==> src/design/lmc_pkg.sv <==
// lmc_pkg: shared types, constants and helpers for the layout metric combiner
// used by every module of the combiner and by its port checker
package lmc_pkg;

  // metric field width (the field widths of the ports follow from it)
  localparam int unsigned METRIC_BITS = 16;
  // configuration register width and bus sizes
  localparam int unsigned CFG_BITS    = 16;
  localparam int unsigned DATA_BITS   = 32;
  localparam int unsigned ADDR_BITS   = 3;

  typedef logic [METRIC_BITS-1:0] metric_w_t;
  // one extra bit so a sum of two metrics never wraps
  typedef logic [METRIC_BITS:0]   sum_t;
  typedef logic [CFG_BITS-1:0]    cfg_w_t;

  typedef enum logic [1:0] {
    ACT_STACK  = 2'd0,
    ACT_BESIDE = 2'd1,
    ACT_FILL   = 2'd2,
    ACT_PASS   = 2'd3
  } action_t;

  // register index, taken from paddr[2]
  typedef enum logic {
    REG_PAGE_WIDTH  = 1'b0,
    REG_PAGE_HEIGHT = 1'b1
  } reg_idx_t;

  localparam cfg_w_t PAGE_WIDTH_RESET  = cfg_w_t'(80);
  localparam cfg_w_t PAGE_HEIGHT_RESET = cfg_w_t'(65535);

  // command payload
  typedef struct packed {
    logic [1:0] action;
    metric_w_t  left_height;
    metric_w_t  left_first;
    metric_w_t  left_middle;
    metric_w_t  left_last;
    metric_w_t  right_height;
    metric_w_t  right_first;
    metric_w_t  right_middle;
    metric_w_t  right_last;
    metric_w_t  fill_shift;
  } in_t;

  // result payload
  typedef struct packed {
    metric_w_t out_height;
    metric_w_t out_first;
    metric_w_t out_middle;
    metric_w_t out_last;
    metric_w_t out_total;
    logic      fits_page;
    logic      left_dominates;
    logic      overflow;
  } out_t;

  // page limits handed from the register block to the pipeline
  typedef struct packed {
    cfg_w_t page_width;
    cfg_w_t page_height;
  } cfg_t;

  // first stage: operand classes, raw sums and dominance
  typedef struct packed {
    action_t   action;
    logic      pass_a;
    logic      pass_b;
    logic      a_one;
    logic      a_two;
    logic      b_one;
    logic      b_two;
    logic      dom;
    metric_w_t ah;
    metric_w_t af;
    metric_w_t am;
    metric_w_t al;
    metric_w_t bh;
    metric_w_t bf;
    metric_w_t bm;
    metric_w_t bl;
    sum_t      sum_h;
    sum_t      sum_ff;
    sum_t      sum_lf;
    sum_t      sum_lm;
    sum_t      sum_sm;
    sum_t      sum_ll;
    sum_t      sum_ls;
  } prep_t;

  // second stage: combined, saturated metric
  typedef struct packed {
    metric_w_t h;
    metric_w_t f;
    metric_w_t m;
    metric_w_t l;
    logic      ov;
    logic      dom;
  } merge_t;

  function automatic sum_t widen(metric_w_t x);
    return {1'b0, x};
  endfunction

  function automatic sum_t sum_max(sum_t x, sum_t y);
    return (x < y) ? y : x;
  endfunction

  function automatic metric_w_t metric_max(metric_w_t x, metric_w_t y);
    return (x < y) ? y : x;
  endfunction

  // clamp to the metric maximum
  function automatic metric_w_t sat(sum_t v);
    return v[METRIC_BITS] ? {METRIC_BITS{1'b1}} : v[METRIC_BITS-1:0];
  endfunction

endpackage

==> src/design/lmc_regs.sv <==
// lmc_regs: apb-style register block holding the page limits
// depends on lmc_pkg
module lmc_regs (
  input  logic                           clk,
  input  logic                           rst,
  input  logic                           psel,
  input  logic                           penable,
  input  logic                           pwrite,
  input  logic [lmc_pkg::ADDR_BITS-1:0]  paddr,
  input  logic [lmc_pkg::DATA_BITS-1:0]  pwdata,
  output logic [lmc_pkg::DATA_BITS-1:0]  prdata,
  output logic                           pready,
  output lmc_pkg::cfg_t                  cfg
);

  lmc_pkg::reg_idx_t idx;
  logic              wr;

  assign idx    = lmc_pkg::reg_idx_t'(paddr[2]);
  assign wr     = psel && penable && pwrite;
  assign pready = 1'b1;

  // register writes
  always_ff @(posedge clk) begin
    if (rst) begin
      cfg.page_width  <= lmc_pkg::PAGE_WIDTH_RESET;
      cfg.page_height <= lmc_pkg::PAGE_HEIGHT_RESET;
    end else if (wr) begin
      unique case (idx)
        lmc_pkg::REG_PAGE_WIDTH:  cfg.page_width  <= pwdata[lmc_pkg::CFG_BITS-1:0];
        lmc_pkg::REG_PAGE_HEIGHT: cfg.page_height <= pwdata[lmc_pkg::CFG_BITS-1:0];
      endcase
    end
  end

  // read mux
  always_comb begin
    unique case (idx)
      lmc_pkg::REG_PAGE_WIDTH:
        prdata = {{(lmc_pkg::DATA_BITS-lmc_pkg::CFG_BITS){1'b0}}, cfg.page_width};
      lmc_pkg::REG_PAGE_HEIGHT:
        prdata = {{(lmc_pkg::DATA_BITS-lmc_pkg::CFG_BITS){1'b0}}, cfg.page_height};
    endcase
  end

endmodule

==> src/design/lmc_prep.sv <==
// lmc_prep: first pipeline stage, operand classes, all raw sums and dominance
// depends on lmc_pkg
module lmc_prep (
  input  logic           clk,
  input  logic           rst,
  input  logic           in_valid,
  input  lmc_pkg::in_t   in_data,
  output logic           out_valid,
  output lmc_pkg::prep_t out_data
);

  lmc_pkg::prep_t prep_next;
  logic           a_empty;
  logic           b_empty;

  assign a_empty = (in_data.left_height == '0);
  assign b_empty = (in_data.right_height == '0);

  // classify operands and form every sum the combiners may need
  always_comb begin
    prep_next.action = lmc_pkg::action_t'(in_data.action);
    prep_next.pass_a = (in_data.action == lmc_pkg::ACT_PASS) || (b_empty && !a_empty);
    prep_next.pass_b = !prep_next.pass_a && a_empty;
    prep_next.a_one  = (in_data.left_height == lmc_pkg::METRIC_BITS'(1));
    prep_next.a_two  = (in_data.left_height == lmc_pkg::METRIC_BITS'(2));
    prep_next.b_one  = (in_data.right_height == lmc_pkg::METRIC_BITS'(1));
    prep_next.b_two  = (in_data.right_height == lmc_pkg::METRIC_BITS'(2));
    prep_next.dom    = (prep_next.a_one == prep_next.b_one)
                       && (in_data.left_height <= in_data.right_height)
                       && (in_data.left_first  <= in_data.right_first)
                       && (in_data.left_middle <= in_data.right_middle)
                       && (in_data.left_last   <= in_data.right_last);
    prep_next.ah     = in_data.left_height;
    prep_next.af     = in_data.left_first;
    prep_next.am     = in_data.left_middle;
    prep_next.al     = in_data.left_last;
    prep_next.bh     = in_data.right_height;
    prep_next.bf     = in_data.right_first;
    prep_next.bm     = in_data.right_middle;
    prep_next.bl     = in_data.right_last;
    prep_next.sum_h  = lmc_pkg::widen(in_data.left_height) + lmc_pkg::widen(in_data.right_height);
    prep_next.sum_ff = lmc_pkg::widen(in_data.left_first) + lmc_pkg::widen(in_data.right_first);
    prep_next.sum_lf = lmc_pkg::widen(in_data.left_last) + lmc_pkg::widen(in_data.right_first);
    prep_next.sum_lm = lmc_pkg::widen(in_data.left_last) + lmc_pkg::widen(in_data.right_middle);
    prep_next.sum_sm = lmc_pkg::widen(in_data.fill_shift) + lmc_pkg::widen(in_data.right_middle);
    prep_next.sum_ll = lmc_pkg::widen(in_data.left_last) + lmc_pkg::widen(in_data.right_last);
    prep_next.sum_ls = lmc_pkg::widen(in_data.right_last) + lmc_pkg::widen(in_data.fill_shift);
  end

  // stage register
  always_ff @(posedge clk) begin
    if (rst) begin
      out_valid <= 1'b0;
    end else begin
      out_valid <= in_valid;
    end
  end

  always_ff @(posedge clk) begin
    out_data <= prep_next;
  end

endmodule

==> src/design/lmc_merge.sv <==
// lmc_merge: second pipeline stage, combiner case rules and saturation
// depends on lmc_pkg
module lmc_merge (
  input  logic            clk,
  input  logic            rst,
  input  logic            in_valid,
  input  lmc_pkg::prep_t  in_data,
  output logic            out_valid,
  output lmc_pkg::merge_t out_data
);

  lmc_pkg::sum_t   rh;
  lmc_pkg::sum_t   rf;
  lmc_pkg::sum_t   rm;
  lmc_pkg::sum_t   rl;
  lmc_pkg::sum_t   af;
  lmc_pkg::sum_t   am;
  lmc_pkg::sum_t   al;
  lmc_pkg::sum_t   bf;
  lmc_pkg::sum_t   bm;
  lmc_pkg::sum_t   bfm;
  lmc_pkg::sum_t   h_less;
  lmc_pkg::sum_t   f_join;
  lmc_pkg::merge_t merge_next;
  logic            a1;
  logic            a2;
  logic            b1;
  logic            b2;

  assign af     = lmc_pkg::widen(in_data.af);
  assign am     = lmc_pkg::widen(in_data.am);
  assign al     = lmc_pkg::widen(in_data.al);
  assign bf     = lmc_pkg::widen(in_data.bf);
  assign bm     = lmc_pkg::widen(in_data.bm);
  assign bfm    = lmc_pkg::sum_max(bf, bm);
  assign h_less = in_data.sum_h - lmc_pkg::sum_t'(1);
  assign a1     = in_data.a_one;
  assign a2     = in_data.a_two;
  assign b1     = in_data.b_one;
  assign b2     = in_data.b_two;
  // side by side joins the first lines only when left is a single line
  assign f_join = a1 ? in_data.sum_ff : af;

  // pick the combined metric
  always_comb begin
    rh = lmc_pkg::widen(in_data.ah);
    rf = af;
    rm = am;
    rl = al;
    if (in_data.pass_a) begin
      rh = lmc_pkg::widen(in_data.ah);
    end else if (in_data.pass_b) begin
      rh = lmc_pkg::widen(in_data.bh);
      rf = bf;
      rm = bm;
      rl = lmc_pkg::widen(in_data.bl);
    end else begin
      unique case (in_data.action)
        lmc_pkg::ACT_STACK: begin
          rh = in_data.sum_h;
          rf = af;
          rl = lmc_pkg::widen(in_data.bl);
          priority if (a1 && b1) begin
            rm = af;
          end else if (a1) begin
            rm = bfm;
          end else if (a2 && b1) begin
            rm = al;
          end else if (b1) begin
            rm = lmc_pkg::sum_max(al, am);
          end else if (a2) begin
            rm = lmc_pkg::sum_max(al, bfm);
          end else begin
            rm = lmc_pkg::sum_max(lmc_pkg::sum_max(am, al), bfm);
          end
        end
        lmc_pkg::ACT_BESIDE: begin
          rh = h_less;
          rf = f_join;
          rl = in_data.sum_ll;
          priority if (a1 && (b1 || b2)) begin
            rm = in_data.sum_ff;
          end else if (b1) begin
            rm = am;
          end else if (a1) begin
            rm = in_data.sum_lm;
          end else if (a2) begin
            rm = lmc_pkg::sum_max(in_data.sum_lf, in_data.sum_lm);
          end else begin
            rm = lmc_pkg::sum_max(am, lmc_pkg::sum_max(in_data.sum_lf, in_data.sum_lm));
          end
        end
        lmc_pkg::ACT_FILL: begin
          rh = h_less;
          rf = f_join;
          rl = b1 ? in_data.sum_ll : in_data.sum_ls;
          priority if (a1 && (b1 || b2)) begin
            rm = in_data.sum_ff;
          end else if (a1) begin
            rm = in_data.sum_sm;
          end else if (a2 && b1) begin
            rm = af;
          end else if (a2 && b2) begin
            rm = in_data.sum_lf;
          end else if (a2) begin
            rm = lmc_pkg::sum_max(in_data.sum_lf, in_data.sum_sm);
          end else if (b1) begin
            rm = am;
          end else if (b2) begin
            rm = lmc_pkg::sum_max(am, in_data.sum_lf);
          end else begin
            rm = lmc_pkg::sum_max(am, lmc_pkg::sum_max(in_data.sum_lf, in_data.sum_sm));
          end
        end
        lmc_pkg::ACT_PASS: begin
          rh = lmc_pkg::widen(in_data.ah);
        end
      endcase
    end
  end

  // saturate and flag
  always_comb begin
    merge_next.h   = lmc_pkg::sat(rh);
    merge_next.f   = lmc_pkg::sat(rf);
    merge_next.m   = lmc_pkg::sat(rm);
    merge_next.l   = lmc_pkg::sat(rl);
    merge_next.ov  = rh[lmc_pkg::METRIC_BITS] | rf[lmc_pkg::METRIC_BITS]
                     | rm[lmc_pkg::METRIC_BITS] | rl[lmc_pkg::METRIC_BITS];
    merge_next.dom = in_data.dom;
  end

  // stage register
  always_ff @(posedge clk) begin
    if (rst) begin
      out_valid <= 1'b0;
    end else begin
      out_valid <= in_valid;
    end
  end

  always_ff @(posedge clk) begin
    out_data <= merge_next;
  end

endmodule

==> src/design/lmc_finish.sv <==
// lmc_finish: last pipeline stage, total width, page fit and result register
// depends on lmc_pkg
module lmc_finish (
  input  logic            clk,
  input  logic            rst,
  input  logic            in_valid,
  input  lmc_pkg::merge_t in_data,
  input  lmc_pkg::cfg_t   cfg,
  output logic            out_valid,
  output lmc_pkg::out_t   out_data
);

  lmc_pkg::out_t     result_next;
  lmc_pkg::metric_w_t total;

  assign total = lmc_pkg::metric_max(in_data.f, lmc_pkg::metric_max(in_data.m, in_data.l));

  // assemble the result
  always_comb begin
    result_next.out_height     = in_data.h;
    result_next.out_first      = in_data.f;
    result_next.out_middle     = in_data.m;
    result_next.out_last       = in_data.l;
    result_next.out_total      = total;
    result_next.fits_page      = (total <= cfg.page_width) && (in_data.h <= cfg.page_height);
    result_next.left_dominates = in_data.dom;
    result_next.overflow       = in_data.ov;
  end

  // result register and strobe
  always_ff @(posedge clk) begin
    if (rst) begin
      out_valid <= 1'b0;
    end else begin
      out_valid <= in_valid;
    end
  end

  always_ff @(posedge clk) begin
    out_data <= result_next;
  end

endmodule

==> src/design/layout_metric_combiner_core.sv <==
// layout_metric_combiner_core: top level of the layout metric combiner
// depends on lmc_pkg, lmc_regs, lmc_prep, lmc_merge, lmc_finish
//
// Usage
//   command channel: drive cmd and raise start; a transaction is taken at every
//   rising edge with start high and busy low. busy stays low, so one command
//   may be issued in every cycle.
//   result channel: done is high for exactly one cycle while result holds the
//   combined metric, total width, page fit, dominance and overflow flags.
//   a command taken at an edge passes the stage registers for operand sums,
//   case selection with saturation, and total width with page compare, in
//   that order, and is then on result with done high.
//   throughput: one transaction per cycle, set by the three-stage pipeline.
//   config: page_width at byte 0, page_height at byte 4 on the apb port, with
//   zero wait states; write them only while no transaction is in flight.
//   reset: rst (synchronous) empties the pipeline and restores page_width 80
//   and page_height 65535; commands issued during reset are dropped.
//   the receiver cannot stall, a result must be captured in its done cycle.
module layout_metric_combiner_core (
  input  logic                           clk,
  input  logic                           rst,
  input  logic                           start,
  output logic                           busy,
  input  lmc_pkg::in_t                   cmd,
  output logic                           done,
  output lmc_pkg::out_t                  result,
  input  logic                           psel,
  input  logic                           penable,
  input  logic                           pwrite,
  input  logic [lmc_pkg::ADDR_BITS-1:0]  paddr,
  input  logic [lmc_pkg::DATA_BITS-1:0]  pwdata,
  output logic [lmc_pkg::DATA_BITS-1:0]  prdata,
  output logic                           pready
);

  lmc_pkg::cfg_t   cfg;
  lmc_pkg::prep_t  prep;
  lmc_pkg::merge_t merge;
  logic            accept;
  logic            prep_valid;
  logic            merge_valid;

  // pipeline never holds off a command
  assign busy   = 1'b0;
  assign accept = start && !busy;

  // configuration registers
  lmc_regs u_regs (
    .clk     (clk),
    .rst     (rst),
    .psel    (psel),
    .penable (penable),
    .pwrite  (pwrite),
    .paddr   (paddr),
    .pwdata  (pwdata),
    .prdata  (prdata),
    .pready  (pready),
    .cfg     (cfg)
  );

  // stage one: sums and classes
  lmc_prep u_prep (
    .clk       (clk),
    .rst       (rst),
    .in_valid  (accept),
    .in_data   (cmd),
    .out_valid (prep_valid),
    .out_data  (prep)
  );

  // stage two: combiner selection and saturation
  lmc_merge u_merge (
    .clk       (clk),
    .rst       (rst),
    .in_valid  (prep_valid),
    .in_data   (prep),
    .out_valid (merge_valid),
    .out_data  (merge)
  );

  // stage three: total, page fit, result register
  lmc_finish u_finish (
    .clk       (clk),
    .rst       (rst),
    .in_valid  (merge_valid),
    .in_data   (merge),
    .cfg       (cfg),
    .out_valid (done),
    .out_data  (result)
  );

endmodule

==> config.mk <==
export PLATFORM = sky130hd
export DESIGN_NAME = layout_metric_combiner_core
export DESIGN_NICKNAME = d
export VERILOG_FILES = /design/src/design/lmc_pkg.sv /design/src/design/lmc_regs.sv /design/src/design/lmc_prep.sv /design/src/design/lmc_merge.sv /design/src/design/lmc_finish.sv /design/src/design/layout_metric_combiner_core.sv
export SDC_FILE = /design/constraint.sdc
export NUM_CORES = 1
export LEC_CHECK = 0
export ABC_AREA = 1
export BUFFER_PORTS_ARGS = -buffer_cell sky130_fd_sc_hd__buf_2
export CAP_MARGIN = 10
export CORE_ASPECT_RATIO = 0.9
export CORE_UTILIZATION = 55
export DETAILED_ROUTE_END_ITERATION = 10
export HOLD_SLACK_MARGIN = 0.06
export PLACE_DENSITY_LB_ADDON = 0.12
export SETUP_SLACK_MARGIN = 0.05
export SLEW_MARGIN = 10
export SYNTH_ARGS = -nofsm -noshare
export SYNTH_HDL_FRONTEND = slang
export SYNTH_SLANG_ARGS = --single-unit
==> constraint.sdc <==
create_clock -name clk -period 6.2 [get_ports clk]
set_input_delay 0 -clock clk [delete_from_list [all_inputs] [get_ports clk]]
set_output_delay 0 -clock clk [all_outputs]
set_load 0.01 [all_outputs]
==> metrics.txt <==
# TYPE chip_impl_metric gauge
chip_impl_info{name="run_status",value="complete, no violations"} 1
chip_impl_metric{name="drt_initial_violations",unit=""} 3732
chip_impl_metric{name="fin_tns_setup",unit="ns"} 0
chip_impl_info{name="crit_path_end_kind",value="flip-flop"} 1
chip_impl_metric{name="fin_skew",unit="ns"} 0.0243
chip_impl_metric{name="timing.fmax",unit="GHz"} 0.185
chip_impl_metric{name="slew_margin_rel",unit="%"} 21.6
chip_impl_metric{name="router_iterations_before_antenna_repair",unit=""} 7
chip_impl_metric{name="worst_slack",unit="ns"} 0.797
chip_impl_metric{name="grt_pass1_vias",unit=""} 26200
chip_impl_info{name="ctsRootBufferMaster",value="sky130_fd_sc_hd__clkbuf_16"} 1
chip_impl_metric{name="grt_max_degree",unit=""} 67
chip_impl_metric{name="crit_arrival",unit="ns"} 5.93
chip_impl_metric{name="die_y",unit="um"} 217
chip_impl_metric{name="htreeDepth",unit=""} 2
chip_impl_metric{name="setup-violations-final",unit=""} 0
chip_impl_metric{name="min_period_over_period",unit="%"} 87.1
chip_impl_metric{name="max_cap_violations",unit=""} 0
chip_impl_info{name="worst_path_slowest_cell",value="sky130_fd_sc_hd__a2111oi_0"} 1
chip_impl_metric{name="detail-route-antenna-nets",unit=""} 0
chip_impl_metric{name="m1_wl",unit="um"} 45700
chip_impl_metric{name="place_worst_setup_slack",unit="ns"} 0.847
chip_impl_metric{name="worst-path-max-fanout",unit=""} 11
chip_impl_metric{name="leakage",unit="nW"} 17.0
chip_impl_metric{name="gr-total-overflow",unit=""} 0
chip_impl_metric{name="detail_route.wirelength",unit="um"} 107000
chip_impl_metric{name="multi_input_area",unit="um2"} 17000
chip_impl_metric{name="yosys_warnings",unit=""} 0
chip_impl_info{name="ys.flop_type",value="sky130_fd_sc_hd__dfxtp_1"} 1
chip_impl_info{name="worstSetupPathType",value="reg -> reg"} 1
chip_impl_metric{name="slew_viol_final",unit=""} 0
chip_impl_metric{name="synthDominantCellAreaShare",unit="%"} 31.1
chip_impl_metric{name="max_stage_delay",unit="ns"} 0.46
chip_impl_metric{name="register_area",unit="um2"} 8810
chip_impl_metric{name="post_synth_inst_count",unit=""} 3825
chip_impl_metric{name="postSynthRegisterBits",unit=""} 440
chip_impl_metric{name="fillers",unit=""} 4432
chip_impl_metric{name="finish.net_count",unit=""} 4818
chip_impl_metric{name="detail_route.vias_per_cell",unit=""} 5.76
chip_impl_metric{name="die_w",unit="um"} 241
chip_impl_metric{name="final-hold-violation-count",unit=""} 0
chip_impl_metric{name="wl_met2",unit="um"} 42400
chip_impl_metric{name="wire_per_inst",unit="um"} 21.5
chip_impl_metric{name="cts_buf_count",unit=""} 47
chip_impl_metric{name="detail_route.drc_violations",unit=""} 0
chip_impl_info{name="clock_tree_from_tritoncts",value="done"} 1
chip_impl_info{name="rsz0062_at_grt",value="false"} 1
chip_impl_metric{name="clock_sink_count",unit=""} 440
chip_impl_metric{name="core-area",unit="um2"} 50600
chip_impl_metric{name="post_synth_instance_area",unit="um2"} 28300
chip_impl_metric{name="detailroute.via_count",unit=""} 28600
chip_impl_metric{name="routabilityCongestion",unit=""} 0.993
chip_impl_metric{name="grt_antenna_before_repair",unit=""} 2
chip_impl_metric{name="power_per_unit_of_standard_cell_area",unit="nW/um2"} 324
chip_impl_metric{name="ir_worst_vdd",unit="uV"} 265
chip_impl_metric{name="clk_pin_slew",unit="ns"} 0.06
chip_impl_info{name="synth_top_area_cell",value="sky130_fd_sc_hd__dfxtp_1"} 1
chip_impl_metric{name="area_growth",unit="%"} 19.5
chip_impl_metric{name="initial_utilization",unit="%"} 56.0
chip_impl_info{name="post-synth-top-count-cell",value="sky130_fd_sc_hd__nand2_1"} 1
chip_impl_metric{name="data_required_time_at_the_worst_endpoint",unit="ns"} 6.73
chip_impl_metric{name="synth.yosys.seq_area_share",unit="%"} 31.1
chip_impl_metric{name="netlist-cell-type-count",unit=""} 62
chip_impl_metric{name="synth_async_sr_flop_share",unit="%"} 0
chip_impl_info{name="highest_layer",value="met5"} 1
chip_impl_metric{name="post_cts_resized",unit=""} 0
chip_impl_metric{name="overall_routing_resource_usage",unit="%"} 40.2
chip_impl_metric{name="drive_above_1_share",unit="%"} 11.5
chip_impl_metric{name="finalPower",unit="W"} 0.0110
chip_impl_metric{name="actual_transition_at_the_worst_max_transition_pin",unit="ns"} 1.17
chip_impl_metric{name="worst_case_clock_buffer_depth",unit=""} 3
chip_impl_metric{name="met3_length",unit="um"} 13800
chip_impl_metric{name="place_hpwl",unit="um"} 80600
chip_impl_info{name="synth_common_cells",value="sky130_fd_sc_hd__nand2_1 (765), sky130_fd_sc_hd__inv_1 (467), sky130_fd_sc_hd__dfxtp_1 (440), sky130_fd_sc_hd__a21oi_1 (408), sky130_fd_sc_hd__ha_1 (382)"} 1
chip_impl_metric{name="numPortBuffers",unit=""} 268
chip_impl_metric{name="period_needed",unit="ns"} 5.40
chip_impl_metric{name="num_io_pins",unit=""} 305
chip_impl_metric{name="synth_enable_flop_cells",unit=""} 0
chip_impl_info{name="critical_path.startpoint_type",value="flip-flop"} 1
chip_impl_metric{name="grt_first_pass_wirelength",unit="um"} 159000
chip_impl_metric{name="worst_skew_pair.late_latency",unit="ns"} 0.59
chip_impl_info{name="min-delay-path-class",value="in -> reg"} 1
chip_impl_info{name="synth_top_cells_by_area",value="sky130_fd_sc_hd__dfxtp_1 (31%), sky130_fd_sc_hd__ha_1 (17%), sky130_fd_sc_hd__nand2_1 (10%)"} 1
chip_impl_metric{name="synthesis.area_per_instance",unit="um2"} 7.40
chip_impl_metric{name="floorplan.rows",unit=""} 78
chip_impl_metric{name="design.die.area",unit="um2"} 52400
[cell type report]
| cell class | count | area share [%] |
|---|---|---|
| Multi-Input combinational cell | 2757 | 50.3 |
| Antenna cell | 1 | 0.00740 |
| Clock inverter | 28 | 1.03 |
| Inverter | 479 | 5.32 |
| Clock buffer | 60 | 3.92 |
| Tap cell | 680 | 2.52 |
| Timing Repair Buffer | 517 | 10.9 |
| Sequential cell | 440 | 26.1 |
[state kept, by name, indices dropped and copies added (netlist names)]
name                flops
u_finish.out_data      83
u_merge.out_valid       1
u_merge.out_data       66
u_prep.out_data       256
u_prep.out_valid        1
u_regs.cfg             32
u_finish.out_valid      1
[kinds of logic (layout without fill, tap and decap cells)]
logic type,Yosys count,in the layout,share of synthesized area [%]
fa+ha+maj,389,389,17.4
other cells,2,19,0.0265
xor+xnor,103,103,3.19
compound gates,942,942,19.2
flops,440,440,31.1
simple gates,1305,1305,19.9
buf+inv,644,1084,9.09
[stage by stage]
| step | utilization, % | std cells | hold slack (ns) | cell area, um2 |
|---|---|---|---|---|
| 2_1_floorplan | - | 3841 | 0.0277 | 28400 |
| 6_report | 66.9 | 4962 | 0.0825 | 33800 |
| 3_5_place_dp | 59.8 | 4684 | 0.132 | 30200 |
| 3_3_place_gp | 59.8 | 4684 | 0.132 | 30200 |
| 4_1_cts | 66.8 | 4958 | 0.0638 | 33800 |
| 5_1_grt | 66.9 | 4961 | 0.0896 | 33800 |
[final timing paths]
check / depth (start not counted) / start / to / slack (ns)
worst max register to register: 28 / u_merge.out_data[5]$_SDFF_PP1_ / u_finish.out_data[2]$_DFF_P_ / 0.80
worst max-delay path: 28 / u_merge.out_data[5]$_SDFF_PP1_ / u_finish.out_data[2]$_DFF_P_ / 0.80
worst min register to register: 0 / u_merge.out_data[1]$_DFF_P_ / u_finish.out_data[0]$_DFF_P_ / 0.33
worst min-delay path: 2 / cmd[126] / u_prep.out_data[229]$_DFF_P_ / 0.08
[power by group]
group / leakage, nW / internal (W) / switching (W)
Combinational: 12.5 / 0.00158 / 0.00269
Sequential: 3.70 / 0.00328 / 0.000396
Clock: 0.823 / 0.00179 / 0.00123
Total: 17.0 / 0.00664 / 0.00432
[worst max-delay path, delay by kind of cell, from the launching register on]
kind            cells  cell delay, ns
compound gates     13            2.70
fa+ha+maj           3            0.94
buf+inv             5            0.58
flops               1            0.33
simple gates        7            0.81
[per-layer routing]
layer	global-route usage (%)	vias to the layer above
li1	-	13700
met3	11.7	254
met2	56.9	1652
met4	16.0	2
met1	56.5	13000
met5	0	-
[timing repair]
| action | in CTS | in global routing |
|---|---|---|
| endpoints found under the hold margin | 290 | 0 |
| hold buffers | 186 | 0 |
| buffers inserted | 0 | 3 |
| setup endpoints to repair | 0 | 1 |
[layout by cell type (no fill, tap or decap), types with 10 or more instances in the layout]
master                            n
sky130_fd_sc_hd__nand3_1        255
sky130_fd_sc_hd__o31ai_1         13
sky130_fd_sc_hd__xor2_1          88
sky130_fd_sc_hd__o21ai_1         26
sky130_fd_sc_hd__a221oi_1        50
sky130_fd_sc_hd__a31oi_1         16
sky130_fd_sc_hd__xnor2_1         15
sky130_fd_sc_hd__nand4_1         27
sky130_fd_sc_hd__inv_1          466
sky130_fd_sc_hd__buf_2          268
sky130_fd_sc_hd__dlygate4sd3_1  186
sky130_fd_sc_hd__conb_1          18
sky130_fd_sc_hd__clkbuf_16       48
sky130_fd_sc_hd__inv_2           10
sky130_fd_sc_hd__dfxtp_1        437
sky130_fd_sc_hd__o211ai_1        36
sky130_fd_sc_hd__o2111ai_1       25
sky130_fd_sc_hd__nor3_1          23
sky130_fd_sc_hd__or2_2           17
sky130_fd_sc_hd__nor4_1          12
sky130_fd_sc_hd__nand2_1        765
sky130_fd_sc_hd__buf_4           63
sky130_fd_sc_hd__o21ai_0        272
sky130_fd_sc_hd__ha_1           380
sky130_fd_sc_hd__a21oi_1        408
sky130_fd_sc_hd__o21bai_1        32
sky130_fd_sc_hd__a22oi_1         19
sky130_fd_sc_hd__nand2_2         16
sky130_fd_sc_hd__nor2_1         156
Note: power is estimated with default switching activity, not from simulation.
